File: config.mk
export PLATFORM = sky130hd
export DESIGN_NAME = rail_pwm_duty_direction_meter_top
export DESIGN_NICKNAME = d
export VERILOG_FILES = /design/src/rtl/core/rpdm_pkg.sv /design/src/rtl/core/rpdm_front.sv /design/src/rtl/core/rpdm_queue.sv /design/src/rtl/core/rpdm_back.sv /design/src/rtl/core/rail_pwm_duty_direction_meter_top.sv
export VERILOG_INCLUDE_DIRS = /design/src /design/src/rtl/core
export SDC_FILE = /design/constraint.sdc
export NUM_CORES = 1
export LEC_CHECK = 0
export BUFFER_PORTS_ARGS = -buffer_cell sky130_fd_sc_hd__buf_4
export CELL_PAD_IN_SITES_DETAIL_PLACEMENT = 1
export CELL_PAD_IN_SITES_GLOBAL_PLACEMENT = 2
export CORE_UTILIZATION = 25
export CTS_CLUSTER_DIAMETER = 60
export DETAILED_ROUTE_END_ITERATION = 16
export GPL_ROUTABILITY_DRIVEN = 0
export HOLD_SLACK_MARGIN = 0.03
export PLACE_DENSITY_LB_ADDON = 0.1
export SLEW_MARGIN = 10
export SYNTH_ARGS = -nofsm -noshare
export SYNTH_HDL_FRONTEND = slang
export SYNTH_SLANG_ARGS = --single-unit
File: constraint.sdc
create_clock -name clk_i -period 14.8 [get_ports clk_i]
set_input_delay 1.48 -clock clk_i [delete_from_list [all_inputs] [get_ports clk_i]]
set_output_delay 1.48 -clock clk_i [all_outputs]
set_load 0.005 [all_outputs]
File: src/rtl/core/assert_macros.svh
// Assertion helpers shared by the meter modules.
`ifndef ASSERT_MACROS_SVH
`define ASSERT_MACROS_SVH

// Check a property on every rising clock edge outside reset.
`define RPDM_ASSERT(lbl, prop, msg) \
  lbl: assert property (@(posedge clk_i) disable iff (!rst_ni) prop) \
    else $error(msg);

// Check that a condition never holds outside reset.
`define RPDM_ASSERT_NEVER(lbl, cond, msg) `RPDM_ASSERT(lbl, !(cond), msg)

`endif

File: src/rtl/core/rpdm_pkg.sv
package rpdm_pkg;

  // Timer count width; equals the width of the timer_count field.
  localparam int unsigned CountWidth   = 16;
  localparam int unsigned TotalWidth   = 32;
  // Elapsed time is normalized until it fits this many bits.
  localparam int unsigned ElapsedBits  = 24;
  localparam int unsigned DutyWidth    = 8;
  localparam int unsigned CfgWidth     = 16;
  // Dividend width: on-time scaled by 255 plus the rounding half.
  localparam int unsigned RemWidth     = TotalWidth + DutyWidth;

  localparam logic [CfgWidth-1:0] WindowTicksReset = 16'd16;
  localparam logic [CfgWidth-1:0] TimerPeriodReset = 16'hD000;

  typedef enum logic [1:0] {
    OP_EDGE  = 2'd0,
    OP_WRAP  = 2'd1,
    OP_TICK  = 2'd2,
    OP_START = 2'd3
  } opcode_e;

  typedef enum logic [1:0] {
    DIR_NONE  = 2'd0,
    DIR_RIGHT = 2'd1,
    DIR_LEFT  = 2'd2,
    DIR_RSVD  = 2'd3
  } direction_e;

  // Pin pair codes that carry on-time.
  localparam logic [1:0] PairRight = 2'd1;
  localparam logic [1:0] PairLeft  = 2'd2;

  typedef enum logic {
    REG_WINDOW_TICKS = 1'b0,
    REG_TIMER_PERIOD = 1'b1
  } reg_index_e;

  // One closed window, handed from the front to the back.
  typedef struct packed {
    logic [1:0]            direction;
    logic                  window_valid;
    logic [TotalWidth-1:0] on_time;
    logic [TotalWidth-1:0] now;
    logic [TotalWidth-1:0] begin_time;
  } job_t;

endpackage

File: src/rtl/core/rpdm_front.sv
module rpdm_front (
  input  logic                           clk_i,
  input  logic                           rst_ni,
  input  logic                           in_valid_i,
  output logic                           in_ready_o,
  input  logic [1:0]                     opcode_i,
  input  logic [rpdm_pkg::CountWidth-1:0] timer_count_i,
  input  logic [1:0]                     pin_state_i,
  input  logic                           cfg_valid_i,
  input  logic                           cfg_index_i,
  input  logic [rpdm_pkg::CfgWidth-1:0]  cfg_data_i,
  input  logic                           q_full_i,
  output logic                           push_o,
  output rpdm_pkg::job_t                 job_o
);

  logic [rpdm_pkg::CfgWidth-1:0]   window_ticks_q, timer_period_q;
  logic [rpdm_pkg::TotalWidth-1:0] time_base_q, time_base_d;
  logic [rpdm_pkg::CountWidth-1:0] last_ts_q, last_ts_d;
  logic [1:0]                      last_pair_q, last_pair_d;
  logic [rpdm_pkg::TotalWidth-1:0] right_q, right_d, left_q, left_d;
  logic [rpdm_pkg::TotalWidth-1:0] begin_q, begin_d;
  logic [rpdm_pkg::CfgWidth-1:0]   tick_q, tick_d;
  logic [1:0]                      held_q, held_d;

  logic                            accept;
  logic [rpdm_pkg::CountWidth-1:0] acct_to, span;
  logic [rpdm_pkg::TotalWidth-1:0] right_acc, left_acc, now;
  logic [rpdm_pkg::CfgWidth-1:0]   tick_inc;
  logic                            close, right_nz, left_nz, win_ok;
  logic [1:0]                      dir_new;

  assign in_ready_o = !q_full_i;
  assign accept     = in_valid_i && in_ready_o;

  // Account the open interval up to the event count, or to the period on a wrap.
  assign acct_to   = (opcode_i == rpdm_pkg::OP_WRAP) ? timer_period_q : timer_count_i;
  assign span      = acct_to - last_ts_q;
  assign right_acc = right_q + ((last_pair_q == rpdm_pkg::PairRight) ?
                     {{(rpdm_pkg::TotalWidth-rpdm_pkg::CountWidth){1'b0}}, span} : '0);
  assign left_acc  = left_q + ((last_pair_q == rpdm_pkg::PairLeft) ?
                     {{(rpdm_pkg::TotalWidth-rpdm_pkg::CountWidth){1'b0}}, span} : '0);
  assign now       = time_base_q +
                     {{(rpdm_pkg::TotalWidth-rpdm_pkg::CountWidth){1'b0}}, timer_count_i};

  assign tick_inc = tick_q + 1'b1;
  assign close    = (tick_inc >= window_ticks_q);
  assign right_nz = (right_acc != '0);
  assign left_nz  = (left_acc != '0);
  assign win_ok   = (now != begin_q) && (right_nz != left_nz);
  assign dir_new  = win_ok ? (right_nz ? rpdm_pkg::DIR_RIGHT : rpdm_pkg::DIR_LEFT) : held_q;

  always_comb begin
    time_base_d = time_base_q;
    last_ts_d   = last_ts_q;
    last_pair_d = last_pair_q;
    right_d     = right_q;
    left_d      = left_q;
    begin_d     = begin_q;
    tick_d      = tick_q;
    held_d      = held_q;
    push_o      = 1'b0;
    if (accept) begin
      unique case (opcode_i)
        rpdm_pkg::OP_EDGE: begin
          right_d     = right_acc;
          left_d      = left_acc;
          last_ts_d   = timer_count_i;
          last_pair_d = pin_state_i;
        end
        rpdm_pkg::OP_WRAP: begin
          right_d     = right_acc;
          left_d      = left_acc;
          last_ts_d   = '0;
          time_base_d = time_base_q +
                        {{(rpdm_pkg::TotalWidth-rpdm_pkg::CfgWidth){1'b0}}, timer_period_q};
        end
        rpdm_pkg::OP_TICK: begin
          if (close) begin
            tick_d    = '0;
            last_ts_d = timer_count_i;
            right_d   = '0;
            left_d    = '0;
            begin_d   = now;
            held_d    = dir_new;
            push_o    = 1'b1;
          end else begin
            tick_d = tick_inc;
          end
        end
        rpdm_pkg::OP_START: begin
          time_base_d = '0;
          last_ts_d   = timer_count_i;
          begin_d     = {{(rpdm_pkg::TotalWidth-rpdm_pkg::CountWidth){1'b0}}, timer_count_i};
          last_pair_d = pin_state_i;
          right_d     = '0;
          left_d      = '0;
          tick_d      = '0;
          held_d      = rpdm_pkg::DIR_NONE;
        end
        default: ;
      endcase
    end
  end

  // Exactly one side holds on-time when the window is valid, so OR gives the sum.
  assign job_o.direction    = dir_new;
  assign job_o.window_valid = win_ok;
  assign job_o.on_time      = right_acc | left_acc;
  assign job_o.now          = now;
  assign job_o.begin_time   = begin_q;

  always_ff @(posedge clk_i or negedge rst_ni) begin
    if (!rst_ni) begin
      window_ticks_q <= rpdm_pkg::WindowTicksReset;
      timer_period_q <= rpdm_pkg::TimerPeriodReset;
    end else if (cfg_valid_i) begin
      unique case (cfg_index_i)
        rpdm_pkg::REG_WINDOW_TICKS: window_ticks_q <= cfg_data_i;
        rpdm_pkg::REG_TIMER_PERIOD: timer_period_q <= cfg_data_i;
        default: ;
      endcase
    end
  end

  always_ff @(posedge clk_i or negedge rst_ni) begin
    if (!rst_ni) begin
      time_base_q <= '0;
      last_ts_q   <= '0;
      last_pair_q <= '0;
      right_q     <= '0;
      left_q      <= '0;
      begin_q     <= '0;
      tick_q      <= '0;
      held_q      <= rpdm_pkg::DIR_NONE;
    end else begin
      time_base_q <= time_base_d;
      last_ts_q   <= last_ts_d;
      last_pair_q <= last_pair_d;
      right_q     <= right_d;
      left_q      <= left_d;
      begin_q     <= begin_d;
      tick_q      <= tick_d;
      held_q      <= held_d;
    end
  end

endmodule

File: src/rtl/core/rpdm_queue.sv
`include "assert_macros.svh"

module rpdm_queue (
  input  logic           clk_i,
  input  logic           rst_ni,
  input  logic           push_i,
  input  rpdm_pkg::job_t job_i,
  output logic           full_o,
  input  logic           pop_i,
  output logic           empty_o,
  output rpdm_pkg::job_t job_o
);

  rpdm_pkg::job_t entry_q [2];
  logic           wr_ptr_q, rd_ptr_q;
  logic [1:0]     count_q;

  assign full_o  = (count_q == 2'd2);
  assign empty_o = (count_q == 2'd0);
  assign job_o   = entry_q[rd_ptr_q];

  always_ff @(posedge clk_i) begin
    if (push_i) begin
      entry_q[wr_ptr_q] <= job_i;
    end
  end

  always_ff @(posedge clk_i or negedge rst_ni) begin
    if (!rst_ni) begin
      wr_ptr_q <= 1'b0;
      rd_ptr_q <= 1'b0;
      count_q  <= 2'd0;
    end else begin
      if (push_i) begin
        wr_ptr_q <= ~wr_ptr_q;
      end
      if (pop_i) begin
        rd_ptr_q <= ~rd_ptr_q;
      end
      case ({push_i, pop_i})
        2'b10:   count_q <= count_q + 2'd1;
        2'b01:   count_q <= count_q - 2'd1;
        default: count_q <= count_q;
      endcase
    end
  end

  `RPDM_ASSERT_NEVER(a_no_push_full, push_i && full_o, "push into full queue")
  `RPDM_ASSERT_NEVER(a_no_pop_empty, pop_i && empty_o, "pop from empty queue")

endmodule

File: src/rtl/core/rpdm_back.sv
`include "assert_macros.svh"

module rpdm_back (
  input  logic                           clk_i,
  input  logic                           rst_ni,
  input  logic                           q_empty_i,
  input  rpdm_pkg::job_t                 job_i,
  output logic                           pop_o,
  output logic                           out_valid_o,
  input  logic                           out_ready_i,
  output logic [1:0]                     direction_o,
  output logic [rpdm_pkg::DutyWidth-1:0] duty_o,
  output logic                           window_valid_o
);

  typedef enum logic [4:0] {
    ST_IDLE  = 5'b00001,
    ST_NORM  = 5'b00010,
    ST_SCALE = 5'b00100,
    ST_DIV   = 5'b01000,
    ST_DONE  = 5'b10000
  } state_e;

  state_e                          state_q, state_d;
  logic [rpdm_pkg::TotalWidth-1:0] elapsed_q, elapsed_d, on_q, on_d, div_q, div_d;
  logic [rpdm_pkg::RemWidth-1:0]   rem_q, rem_d, scaled;
  logic [rpdm_pkg::DutyWidth-1:0]  quot_q, quot_d;
  logic [3:0]                      step_q, step_d;
  logic [1:0]                      dir_q, dir_d;
  logic                            win_q, win_d;
  logic                            ge, load_out;

  logic                            out_valid_q;
  logic [1:0]                      out_dir_q;
  logic [rpdm_pkg::DutyWidth-1:0]  out_duty_q;
  logic                            out_win_q;

  // on*255 + elapsed/2, as (on << 8) - on plus the rounding half.
  assign scaled = ({on_q, {rpdm_pkg::DutyWidth{1'b0}}} - {{rpdm_pkg::DutyWidth{1'b0}}, on_q})
                + {{(rpdm_pkg::RemWidth-rpdm_pkg::TotalWidth+1){1'b0}},
                   elapsed_q[rpdm_pkg::TotalWidth-1:1]};
  assign ge       = (rem_q >= {{rpdm_pkg::DutyWidth{1'b0}}, div_q});
  assign load_out = (state_q == ST_DONE) && (!out_valid_q || out_ready_i);

  always_comb begin
    state_d   = state_q;
    elapsed_d = elapsed_q;
    on_d      = on_q;
    div_d     = div_q;
    rem_d     = rem_q;
    quot_d    = quot_q;
    step_d    = step_q;
    dir_d     = dir_q;
    win_d     = win_q;
    pop_o     = 1'b0;
    unique case (state_q)
      ST_IDLE: begin
        if (!q_empty_i) begin
          pop_o     = 1'b1;
          elapsed_d = job_i.now - job_i.begin_time;
          on_d      = job_i.on_time;
          dir_d     = job_i.direction;
          win_d     = job_i.window_valid;
          quot_d    = '0;
          state_d   = job_i.window_valid ? ST_NORM : ST_DONE;
        end
      end
      ST_NORM: begin
        // Halve both until elapsed fits the divider width.
        if (elapsed_q[rpdm_pkg::TotalWidth-1:rpdm_pkg::ElapsedBits] != '0) begin
          elapsed_d = elapsed_q >> 1;
          on_d      = on_q >> 1;
        end else begin
          state_d = ST_SCALE;
        end
      end
      ST_SCALE: begin
        rem_d   = scaled;
        div_d   = {elapsed_q[rpdm_pkg::TotalWidth-rpdm_pkg::DutyWidth-1:0],
                   {rpdm_pkg::DutyWidth{1'b0}}};
        step_d  = 4'(rpdm_pkg::DutyWidth);
        state_d = ST_DIV;
      end
      ST_DIV: begin
        if (step_q == 4'(rpdm_pkg::DutyWidth)) begin
          // Quotient at or above 256 saturates.
          if (ge) begin
            quot_d  = '1;
            state_d = ST_DONE;
          end else begin
            div_d  = div_q >> 1;
            step_d = step_q - 4'd1;
          end
        end else begin
          if (ge) begin
            rem_d = rem_q - {{rpdm_pkg::DutyWidth{1'b0}}, div_q};
          end
          quot_d = {quot_q[rpdm_pkg::DutyWidth-2:0], ge};
          div_d  = div_q >> 1;
          step_d = step_q - 4'd1;
          if (step_q == 4'd0) begin
            state_d = ST_DONE;
          end
        end
      end
      ST_DONE: begin
        if (load_out) begin
          state_d = ST_IDLE;
        end
      end
      default: state_d = ST_IDLE;
    endcase
  end

  always_ff @(posedge clk_i or negedge rst_ni) begin
    if (!rst_ni) begin
      state_q <= ST_IDLE;
    end else begin
      state_q <= state_d;
    end
  end

  always_ff @(posedge clk_i) begin
    elapsed_q <= elapsed_d;
    on_q      <= on_d;
    div_q     <= div_d;
    rem_q     <= rem_d;
    quot_q    <= quot_d;
    step_q    <= step_d;
    dir_q     <= dir_d;
    win_q     <= win_d;
  end

  // Output register: hold the result until the sink takes it.
  always_ff @(posedge clk_i or negedge rst_ni) begin
    if (!rst_ni) begin
      out_valid_q <= 1'b0;
    end else if (load_out) begin
      out_valid_q <= 1'b1;
    end else if (out_ready_i) begin
      out_valid_q <= 1'b0;
    end
  end

  always_ff @(posedge clk_i) begin
    if (load_out) begin
      out_dir_q  <= dir_q;
      out_duty_q <= quot_q;
      out_win_q  <= win_q;
    end
  end

  assign out_valid_o    = out_valid_q;
  assign direction_o    = out_dir_q;
  assign duty_o         = out_duty_q;
  assign window_valid_o = out_win_q;

  `RPDM_ASSERT(a_norm_fits, (state_q == ST_SCALE) |->
    (elapsed_q[rpdm_pkg::TotalWidth-1:rpdm_pkg::ElapsedBits] == '0),
    "elapsed not normalized before scaling")
  `RPDM_ASSERT(a_invalid_zero, (out_valid_q && !out_win_q) |-> (out_duty_q == '0),
    "invalid window with nonzero duty")

endmodule

File: src/rtl/core/rail_pwm_duty_direction_meter_top.sv
// Channel   | Direction | Payload (low bit first)
// ----------+-----------+--------------------------------------------------------
// s_axis    | in        | tuser: opcode[1:0]; tdata: timer_count[15:0],
//           |           |   pin_state[17:16], zero[23:18]
// m_axis    | out       | tuser: window_valid[0]; tdata: direction[1:0],
//           |           |   duty[9:2], zero[15:10]
// cfg       | in        | cfg_index_i selects the register, cfg_data_i the value
//
// Edge, wrap, start and non-closing tick transfers are handled entirely in the front.
// A window close passes through the back: up to eight halving steps to bring elapsed
// under 24 bits, one scaling step, nine division steps (the first a saturation check).
// A two-entry queue sits between front and back; the front stalls only when it is full.
// The result sits in an output register; a stalled sink holds the back first and
// the front only once the queue has filled.
// Reset clears control state, loads register defaults; no clearing pass follows.
module rail_pwm_duty_direction_meter_top (
  input  logic        clk_i,
  input  logic        rst_ni,
  // input stream
  input  logic        s_axis_tvalid,
  output logic        s_axis_tready,
  input  logic [23:0] s_axis_tdata,   // timer_count[15:0], pin_state[17:16], zero
  input  logic [1:0]  s_axis_tuser,   // opcode[1:0]
  // result stream
  output logic        m_axis_tvalid,
  input  logic        m_axis_tready,
  output logic [15:0] m_axis_tdata,   // direction[1:0], duty[9:2], zero
  output logic        m_axis_tuser,   // window_valid[0]
  // configuration write channel
  input  logic        cfg_valid_i,
  output logic        cfg_ready_o,
  input  logic        cfg_index_i,
  input  logic [15:0] cfg_data_i
);

  rpdm_pkg::job_t                 push_job, head_job;
  logic                           push, pop, q_full, q_empty;
  logic [1:0]                     direction;
  logic [rpdm_pkg::DutyWidth-1:0] duty;

  // Configuration is always taken; the front owns the registers.
  assign cfg_ready_o = 1'b1;

  // Front: accept and account every event, emit a job when a window closes.
  rpdm_front u_front (
    .clk_i         (clk_i),
    .rst_ni        (rst_ni),
    .in_valid_i    (s_axis_tvalid),
    .in_ready_o    (s_axis_tready),
    .opcode_i      (s_axis_tuser),
    .timer_count_i (s_axis_tdata[15:0]),
    .pin_state_i   (s_axis_tdata[17:16]),
    .cfg_valid_i   (cfg_valid_i),
    .cfg_index_i   (cfg_index_i),
    .cfg_data_i    (cfg_data_i),
    .q_full_i      (q_full),
    .push_o        (push),
    .job_o         (push_job)
  );

  // Decouple event intake from the duty divider.
  rpdm_queue u_queue (
    .clk_i   (clk_i),
    .rst_ni  (rst_ni),
    .push_i  (push),
    .job_i   (push_job),
    .full_o  (q_full),
    .pop_i   (pop),
    .empty_o (q_empty),
    .job_o   (head_job)
  );

  // Back: normalize, scale and divide, then present the result.
  rpdm_back u_back (
    .clk_i          (clk_i),
    .rst_ni         (rst_ni),
    .q_empty_i      (q_empty),
    .job_i          (head_job),
    .pop_o          (pop),
    .out_valid_o    (m_axis_tvalid),
    .out_ready_i    (m_axis_tready),
    .direction_o    (direction),
    .duty_o         (duty),
    .window_valid_o (m_axis_tuser)
  );

  assign m_axis_tdata = {6'b0, duty, direction};

endmodule

; ---- Word level (Yosys, flattened, before mapping)
; Memories as Yosys holds them, arrays and structs flattened.
; Index checks and enable logic that the tools add are counted.
[word_totals]
inputBits = 48
rom_bits = 0
out_inout_bits = 20
elab_cells = 161
n_memories = 1
register_bits = 368
latch_bits = 0
ramBits = 198
[memory_table]
columns = memory, depth, width, rd, rd_ports_with_merged_regs, wr, line_no
row1 = u_queue.entry_q, 2, 99, 1, 0, 1, rpdm_queue.sv:14  ; rpdm_pkg::job_t entry_q [2];
[op_classes]
n_addsub = 13
muxes = 54
n_lt_le_gt_ge = 2
n_bitwise = 5
shifts = 0
div = 0
mul = 0
n_reduce_logical = 34
eq_ne = 26
[op_table]
columns = operator, count
row1 = $pmux W32 S2, 5
row2 = $mux W32, 8
row3 = $pmux W32 S3, 2
row4 = $mux W16, 5
row5 = $mux W40, 2
row6 = $pmux W40 S2, 1
row7 = $sub A40 B32 Y40, 2
row8 = $add A32 B16 Y32, 2
row9 = $add A32 B32 Y32, 2
row10 = $reduce_bool A32 Y1, 2
row11 = $pmux W16 S3, 1
row12 = $add A40 B31 Y40, 1
row13 = $ge A40 B32 Y1, 1
row14 = $mux W5, 7
row15 = $ne A32 B32 Y1, 1
row16 = $or A32 B32 Y32, 1
row17 = $pmux W16 S2, 1
row18 = $sub A32 B32 Y32, 1
row19 = $pmux W5 S5, 1
row20 = $mux W8, 3
row21 = $add A16 B1 Y16 const B, 1
row22 = $ge A16 B16 Y1, 1
row23 = $pmux W8 S2, 1
row24 = $reduce_and A2 Y1, 8
row25 = other kinds (34), 74

; ---- Longest topological paths before layout
; Gate-level depths: netlist of the first run.
[depth]
depth_word = 11
ltp_mapped = 31
mapped_depth_nobuf = 30

; ---- By module
; A second synthesis of the first run with hierarchy kept.
[unflattened]
hier_cells = 3591
area_unflattened_um2 = 36201.0
[modules_own_cells]
columns = module, seq_area_each_um2, cells_per_inst, instances, area_per_inst_um2
row1 = rpdm_front, 4909.7, 1796, 1, 15268.4
row2 = rpdm_back, 5016.1, 1462, 1, 13045.0
row3 = rpdm_queue, 6045.8, 324, 1, 7827.5
row4 = rail_pwm_duty_direction_meter_top, 0.0, 9, 1, 60.1

; ---- Worst setup path before layout of the first run
; Ideal clock, no wire load.
[synth_path]
kind = input -> register
start = in s_axis_tuser[1]
end = mem u_queue.entry_q[0][97] (netlist bit) (data pin)
path_slack_ns = 7.195
required_time_ns = 14.543
stages = 30
arrival_ns = 7.348
path_buffers = 2
setup_ns = 0.257
path_cell_list = inv_1 > ha_1 > clkbuf_1 > clkbuf_1 > a21boi_0 > ha_1 > inv_1 > fa_1 > a21o_1 > a21oi_1 > o21ai_0 > a21oi_1 > nor2b_1 > o21a_1 > o31a_1 > o41ai_1 > o21ai_0 > xnor2_1 > nor2_1 > ha_1 > nand2_1 > or2_2 > o2111a_1 > nor3b_1 > xor2_1 > a211oi_1 > nand4_1 > or4_1 > a311o_1 > a21o_1
[synth_lines]
columns = item, line_no
row1 = "start, declared", rail_pwm_duty_direction_meter_top.sv:23  ; input logic [1:0] s_axis_tuser,
row2 = "end, declared", rpdm_queue.sv:14

; ---- Worst setup path in the final report of the first run
[layout_path]
start = in s_axis_tuser[1]
end = reg u_front.held_q[0]
[layout_between]
elab_chain_cells = 11
elab_cells_between_ends = 20
classes_between = add/sub: 3 / eq/ne: 5 / mux: 7 / reduce/logical: 5
[layout_rtl]
columns = item, line_no
row1 = $eq A2 B1 Y1, rpdm_front.sv:37  ; assign acct_to = (opcode_i == rpdm_pkg::OP_WRAP) ? timer_period_q : timer_count_i;
row2 = $mux W16, rpdm_front.sv:37
row3 = $sub A16 B16 Y16, rpdm_front.sv:38  ; assign span = acct_to - last_ts_q;
row4 = $mux W16 (on tied branches), "rpdm_front.sv:39, rpdm_front.sv:41"
row5 = $add A32 B32 Y32 (on tied branches), "rpdm_front.sv:39, rpdm_front.sv:41"
row6 = $reduce_bool A32 Y1 (on tied branches), "rpdm_front.sv:48, rpdm_front.sv:49"
row7 = $ne A1 B1 Y1, rpdm_front.sv:50  ; assign win_ok = (now != begin_q) && (right_nz != left_nz);
row8 = $logic_and A1 B1 Y1, rpdm_front.sv:50
row9 = $mux W2, rpdm_front.sv:51  ; assign dir_new = win_ok ? (right_nz ? rpdm_pkg::DIR_RIGHT : rpdm_pkg::DIR_LEFT) : held_q;
row10 = $mux W2, rpdm_front.sv:79  ; if (close) begin
row11 = $pmux W2 S2, rpdm_front.sv:64  ; unique case (opcode_i)
row12 = "end signal, assigned", rpdm_front.sv:135  ; held_q <= rpdm_pkg::DIR_NONE;
row13 = "end signal, assigned", rpdm_front.sv:144  ; held_q <= held_d;
row14 = "end, declared", rpdm_front.sv:24  ; logic [1:0] held_q, held_d;
; Several ways; a longest one is shown, not always the timed one. The select of a mux whose other input is x is not followed.
; A chain may end at the register's enable or synchronous reset.

==> results of run 1 <==
==> layout make-up <==
cell class / instances / area [sq um] / area share
diodes: 2 / 5.00 / 0.000119
clock buffers: 112 / 2440 / 0.0581
clock inverters: 59 / 726 / 0.0173
inverters: 236 / 886 / 0.0211
multi-input cells: 2737 / 18900 / 0.450
flip-flops and latches: 566 / 16000 / 0.381
well taps: 1903 / 2380 / 0.0567
repair buffers: 89 / 676 / 0.0161
==> worst max-delay path, delay by kind of cell <==
| family | cells | cell delay, ns |
|---|---|---|
| adders and majority gates | 4 | 1.21 |
| buffers and inverters | 4 | 0.51 |
| and+or+nand+nor | 8 | 2.06 |
| AOI/OAI and AO/OA | 12 | 2.80 |
| xor gates and xnor gates | 2 | 1.00 |
==> registers in the layout (all words and copies together) (netlist names), 2 cells and up <==
name,flops
u_back.quot_q,8
u_front.last_ts_q,16
u_queue.count_q,2
u_back.rem_q,40
u_back.direction_o,2
u_front.time_base_q,32
u_front.right_q,32
u_back.on_q,32
u_front.left_q,32
u_front.last_pair_q,2
u_back.step_q,4
u_front.begin_q,32
u_queue.entry_q,198
u_back.duty_o,8
u_front.window_ticks_q,16
u_back.state_q,5
u_front.held_q,2
u_back.elapsed_q,32
u_back.dir_q,2
u_front.tick_q,16
u_front.timer_period_q,16
u_back.div_q,32
==> synthesized netlist by cell type, types with 29 or more instances <==
cell      count  area [sq um]
o31ai_1      47           353
fa_1         31           621
nand2_1     389          1460
clkbuf_1    136           510
a21o_1       96           721
a22o_1       30           263
nand3_1      60           300
and3_1       40           250
nor2_1      290          1090
xnor2_1     157          1380
mux2i_1     104          1040
edfxtp_1    360         10800
a21oi_1     205          1030
o21ai_0     270          1350
nand2b_1     45           282
a211oi_1     29           218
xor2_1       99           867
mux2_2       57           642
nor3_1       69           345
nand4_1      50           313
inv_1       236           886
dfrtp_1     201          5030
ha_1        212          2650
o21a_1       38           285
==> cells by family (layout without fill, tap and decap cells) <==
group	Yosys count	after routing
AOI/OAI and AO/OA	934	934
xor gates and xnor gates	260	260
adders and majority gates	243	243
buffers and inverters	402	496
DFF	566	566
muxes	162	162
other	2	9
and+or+nand+nor	1131	1131
==> how the worst min path moves through the flow <==
| stage | from | end | slack, ns | cells after the start |
|---|---|---|---|---|
| after floorplan | u_back.dir_q[0]$_DFFE_PP_ | u_back.direction_o[0]$_DFFE_PP_ | 0.40 | 0 |
| after global placement | u_back.quot_q[7]$_SDFFCE_PN0P_ | u_back.duty_o[7]$_DFFE_PP_ | 0.40 | 0 |
| after detailed placement | u_back.win_q$_DFFE_PP_ | u_back.window_valid_o$_DFFE_PP_ | 0.41 | 0 |
| after CTS | u_back.win_q$_DFFE_PP_ | u_back.window_valid_o$_DFFE_PP_ | 0.42 | 0 |
| after global routing | u_back.quot_q[7]$_SDFFCE_PN0P_ | u_back.duty_o[7]$_DFFE_PP_ | 0.43 | 0 |
| final | u_back.win_q$_DFFE_PP_ | u_back.window_valid_o$_DFFE_PP_ | 0.42 | 0 |
==> power by group through the flow <==
| stage | clock (W) | combinational [W] | sequential [W] |
|---|---|---|---|
| after floorplan | 0 | 0.00357 | 0.00243 |
| after global placement | 0 | 0.00508 | 0.00259 |
| after detailed placement | 0 | 0.00510 | 0.00259 |
| after CTS | 0.00232 | 0.00512 | 0.00256 |
| after global routing | 0.00236 | 0.00568 | 0.00259 |
| final | 0.00224 | 0.00502 | 0.00254 |
==> layer usage <==
| metal | vias up | share of wire | wire length, um | GRT usage |
|---|---|---|---|---|
| met5 | - | 0 | 0 | 0 |
| met4 | 0 | 0.021 | 2480 | 0.0387 |
| met3 | 140 | 0.020 | 2440 | 0.0197 |
| met2 | 216 | 0.46 | 55100 | 0.268 |
| met1 | 13376 | 0.50 | 60100 | 0.230 |
| li1 | 13451 | - | - | - |
==> through the flow <==
stage,cell area [sq um],hold slack (ns),cells,utilization,power (W)
after floorplan,36300,0.400,3705,-,0.00600
after global placement,38800,0.404,5531,0.270,0.00767
after detailed placement,38800,0.407,5531,0.270,0.00769
after CTS,41900,0.420,5702,0.292,0.00999
after global routing,42000,0.429,5702,0.292,0.0106
final,42000,0.417,5704,0.292,0.00980
==> results.py, run 1 <==
metrics = {
    "power": {
        "p_sw_w": 0.00428,
        "peakVddDrop_uv": 94.4,
        "p_per_area_nw_per_um2": 234,
        "clockPowerShare": 0.228,
        "p_comb_frac": 0.512,
        "switching_share": 0.437,
        "cellLeakagePower_nw": 17.0,
        "seqPwrFrac": 0.259,
        "p_int_w": 0.00552,
    },
    "timing": {
        "fmax_ghz": 0.118,
        "fin_worst_skew_ns": 0.0388,
        "report.final.setup_viol": 0,
        "slew_headroom": 0.269,
        "tightest_slew_ns": 1.09,
        "hold_viol": 0,
        "rsz0062_at_grt": "false",
        "setup_ws_ns": 6.32,
        "tns_ns": 0,
        "slew_violations": 0,
        "fin_crit_sh": 0.573,
        "period_needed_ns": 8.48,
    },
    "floorplan": {
        "dieArea_sq_um": 147000,
        "die-width_um": 383,
        "io_pins": 68,
        "core_sq_um": 144000,
        "die_y_um": 383,
        "start_util": 0.253,
        "row_count": 139,
    },
    "critical_path": {
        "slowest_delay_ns": 0.63,
        "critPathLaunchType": "primary input",
        "cp_slowest_cell": "xnor2_1",
        "end_kind": "flip-flop",
        "reg2reg_to": "u_front.held_q[0]$_DFFE_PN0P_",
        "endpoint": "u_front.held_q[0]$_DFFE_PN0P_",
        "reg2reg_from": "u_front.timer_period_q[0]$_DFFE_PN0P_",
        "startpoint": "s_axis_tuser[1]",
        "cp.required_ns": 15.40,
        "rrSetupSlack_ns": 7.47,
        "crit_type": "primary input to flip-flop",
        "crit_fanout": 28,
        "worstPathArrival_ns": 9.09,
        "rr_worst_depth": 25,
    },
    "global_routing": {
        "grt_pass1_vias": 28714,
        "grt_pass1_wl_um": 184000,
        "grt_usage": 0.164,
        "grt-ovfl-total": 0,
        "grt_start_max_net_pins": 91,
        "antenna_found_initial": 0,
    },
    "outcome": {
        "status": "complete, but fails checks",
        "violations": "design-rule violations",
    },
    "route": {
        "post_drt_wl_per_cell_um": 21.1,
        "antenna_left": 0,
        "vias_per_cell": 4.77,
        "first_pass_iters": 13,
        "vias": 27183,
        "drcViolationCount": 2,
        "drt_iter0_markers": 1345,
        "routed_wl_um": 120000,
    },
    "yosys": {
        "netlist_area_sq_um": 36300,
        "seq_area_frac_synth": 0.440,
        "postSynthCellCount": 3700,
        "synthFlopType": "edfxtp_1",
        "synthArstFlopShare": 0.364,
        "ys_ff_latch": 566,
        "yosys_warnings": 0,
        "syn_avg_cell_area_sq_um": 9.82,
        "synth_top_family_by_area": "compound AO/OA/AOI/OAI gates",
        "yosys.area_share.simple": 0.149,
        "synth_compound_area_frac": 0.167,
        "synth_fa_ha_area_frac": 0.0901,
        "synth-edff-count": 360,
        "synth_mux_area_frac": 0.0466,
        "synth-xor-area-share": 0.0643,
        "ys_types": 105,
    },
    "cts": {
        "htree_levels": 3,
        "cts-root-buf": "clkbuf_16",
        "cts_setup_buffers": 0,
        "clock_path_buffers": 3,
        "cts_tree": "done",
        "cts.sinks": 566,
        "cts.repair.resized": 0,
        "path_clk_slew_ns": 0.05,
        "ctsHoldBuffers": 0,
        "numCtsBuffers": 91,
        "worstSkewPairLatency_ns": 0.70,
    },
    "layout": {
        "nets": 4012,
        "final_common_cell": "nand2_1",
        "layout_common_cells": "388 x nand2_1, 360 x edfxtp_1, 287 x nor2_1",
        "drive_above_1_share": 0.0971,
        "synthToLayoutAreaGrowth_pct": 15.5,
        "fillCellCount": 16137,
    },
    "placed_design": {
        "dp_hpwl_um": 92200,
        "port_buffers": 54,
        "dp_slack_ns": 5.61,
    },
    "worst_hold_path": {
        "hold_path.class": "flip-flop to flip-flop",
    },
    "flow_run": {
        "maxCapViolCount": 0,
    },
}
Note: power is estimated with default switching activity, not from simulation.
==> run 2: changes to the inputs <==
==> constraint.sdc (replaced) <==
create_clock -name clk_i -period 8.86 [get_ports clk_i]
set_input_delay 0.886 -clock clk_i [delete_from_list [all_inputs] [get_ports clk_i]]
set_output_delay 0.886 -clock clk_i [all_outputs]
set_load 0.005 [all_outputs]
==> run 2 against run 1 <==
Net effect: the run still ends with design-rule violations left; sequential share of layout area up 0.17 points; count of clock-buffer cells in the layout up 6; worst setup slack worse by 5.0 ns; die area unchanged; utilization down 0.13 points; largest power group unchanged.
==> results.py, run 2 (synthesis gave the netlist of run 1 again) <==
metrics = {
    "layout": {
        "reg_top3": "u_queue.entry_q: 198 flops, u_back.rem_q: 40 flops",
        "nets": 4013,
        "multiInputGateArea_sq_um": 18900,
        "fillCellCount": 16195,
        "synthToLayoutAreaGrowth_pct": 15.0,
        "largest_reg_flops": 198,
        "ff_latch_area_sq_um": 16000,
        "final_common_cell": "nand2_1",
        "regMostFlops": "u_queue.entry_q",
        "layout_common_cells": "388 x nand2_1, 360 x edfxtp_1, 287 x nor2_1",
        "final_cells": 5702,
        "drive_above_1_share": 0.0951,
    },
    "critical_path": {
        "cpMostUsedCell": "ha_1",
        "slowest_delay_ns": 0.57,
        "critPathLaunchType": "primary input",
        "reg2reg_to": "u_queue.entry_q[1][97]$_DFFE_PP_",
        "end_kind": "flip-flop",
        "cp.required_ns": 9.29,
        "cp_slowest_cell": "o41ai_1",
        "worstPathArrival_ns": 7.96,
        "reg2reg_from": "u_front.timer_period_q[0]$_DFFE_PN0P_",
        "rrSetupSlack_ns": 1.70,
        "rr_worst_depth": 26,
        "critPathBufInv": 3,
        "cp_top_family": "compound AO/OA/AOI/OAI gates",
        "crit_fanout": 27,
        "crit_type": "primary input to flip-flop",
    },
    "cts": {
        "cts_setup_buffers": 0,
        "htree_levels": 3,
        "cts.repair.resized": 0,
        "cts_tree": "done",
        "cts.sinks": 566,
        "ctsHoldBuffers": 0,
        "clock_path_buffers": 3,
        "cts-root-buf": "clkbuf_16",
        "numCtsBuffers": 88,
        "path_clk_slew_ns": 0.06,
        "worstSkewPairLatency_ns": 0.69,
    },
    "global_routing": {
        "grt_pass1_wl_um": 184000,
        "grt_pass1_vias": 28724,
        "grt_usage": 0.165,
        "grt-ovfl-total": 0,
        "grt_start_max_net_pins": 94,
        "antenna_found_initial": 3,
    },
    "power": {
        "p_int_w": 0.00906,
        "cellLeakagePower_nw": 16.9,
        "p_comb_frac": 0.521,
        "p_per_area_nw_per_um2": 387,
        "switching_share": 0.439,
        "clockPowerShare": 0.215,
        "seqPwrFrac": 0.264,
        "peakVddDrop_uv": 168,
        "p_sw_w": 0.00709,
        "power_w": 0.0162,
    },
    "floorplan": {
        "die_y_um": 383,
        "row_count": 139,
        "dieArea_sq_um": 147000,
        "start_util": 0.253,
        "core_sq_um": 144000,
        "io_pins": 68,
        "die-width_um": 383,
    },
    "placed_design": {
        "dpl.cell_count": 5535,
        "dp_hpwl_um": 92700,
        "port_buffers": 54,
    },
    "timing": {
        "report.final.setup_viol": 0,
        "fin_crit_sh": 0.851,
        "tightest_slew_ns": 1.09,
        "fmax_ghz": 0.133,
        "hold_viol": 0,
        "holdWs_ns": 0.119,
        "period_needed_ns": 7.54,
        "slew_headroom": 0.273,
        "tns_ns": 0,
        "rsz0062_at_grt": "false",
        "slew_violations": 0,
        "fin_worst_skew_ns": 0.0302,
    },
    "flow_run": {
        "maxCapViolCount": 0,
    },
    "route": {
        "drcViolationCount": 2,
        "vias_per_cell": 4.78,
        "antenna_left": 0,
        "routed_wl_um": 121000,
        "vias": 27255,
        "first_pass_iters": 11,
        "drt_iter0_markers": 1242,
        "post_drt_wl_per_cell_um": 21.1,
    },
    "worst_hold_path": {
        "hold_path.class": "primary input to async pin",
    },
    "outcome": {
        "violations": "design-rule violations",
        "status": "complete, but fails checks",
    },
}
run 2: layout make-up:
| type | count | area share |
|---|---|---|
| tap | 1903 | 0.0570 |
| timing repair buffer | 93 | 0.0175 |
| clock inverter | 48 | 0.0123 |
| clock buffer | 118 | 0.0579 |
| inverter | 236 | 0.0212 |
| antenna | 1 | 0.0000599 |
| multi-input combinational | 2737 | 0.452 |
| sequential | 566 | 0.382 |
run 2: worst reg2reg max path, stage by stage, from the launching register on:
cell and delay (ns):
dfrtp_1 0.41, a21boi_0 0.19, ha_1 0.19, inv_1 0.05, fa_1 0.41, a21o_1 0.19
a21oi_1 0.21, o21ai_0 0.12, a21oi_1 0.23, nor2b_1 0.08, o21a_1 0.19, o31a_1 0.26
o41ai_1 0.57, o21ai_0 0.24, xnor2_1 0.28, nor2_1 0.10, ha_1 0.40, nand2_1 0.09
or2_2 0.31, o2111a_1 0.32, nor3b_2 0.35, mux2i_1 0.23, nor4b_1 0.34, nand4_1 0.16
or4_1 0.42, a311o_1 0.35, a21o_1 0.20
run 2: stage by stage:
| stage | cell area, sq um | util | setup WS (ns) |
|---|---|---|---|
| 2_1_floorplan | 36300 | - | 1.63 |
| 3_3_place_gp | 38800 | 0.270 | 0.667 |
| 3_5_place_dp | 38800 | 0.270 | 0.582 |
| 4_1_cts | 41800 | 0.290 | 1.30 |
| 5_1_grt | 41800 | 0.290 | 0.724 |
| 6_report | 41800 | 0.290 | 1.32 |
run 2: worst max path at each step:
stage,startpoint,to,slack (ns),cells past startpoint
2_1_floorplan,u_front.tick_q[0]$_DFFE_PN0P_,u_queue.entry_q[0][0]$_DFFE_PP_,1.63,14
3_3_place_gp,s_axis_tuser[0],u_queue.entry_q[1][97]$_DFFE_PP_,0.67,29
3_5_place_dp,s_axis_tuser[1],u_queue.entry_q[0][97]$_DFFE_PP_,0.58,30
4_1_cts,s_axis_tuser[1],u_queue.entry_q[0][97]$_DFFE_PP_,1.30,30
5_1_grt,s_axis_tuser[1],u_queue.entry_q[0][97]$_DFFE_PP_,0.72,30
6_report,s_axis_tuser[0],u_queue.entry_q[1][97]$_DFFE_PP_,1.32,29
run 2: power by group through the flow:
stage,clock network (W),registers [W],logic (W)
2_1_floorplan,0,0.00405,0.00596
3_3_place_gp,0,0.00433,0.00849
3_5_place_dp,0,0.00434,0.00852
4_1_cts,0.00361,0.00429,0.00856
5_1_grt,0.00370,0.00434,0.00950
6_report,0.00348,0.00426,0.00841
run 2: routing by layer:
metal | routed length (um) | track usage | vias up
met5 | 0 | 0 | -
met1 | 59800 | 0.229 | 13418
met2 | 55200 | 0.268 | 257
met4 | 2710 | 0.0474 | 0
met3 | 2830 | 0.0197 | 140
li1 | - | - | 13440
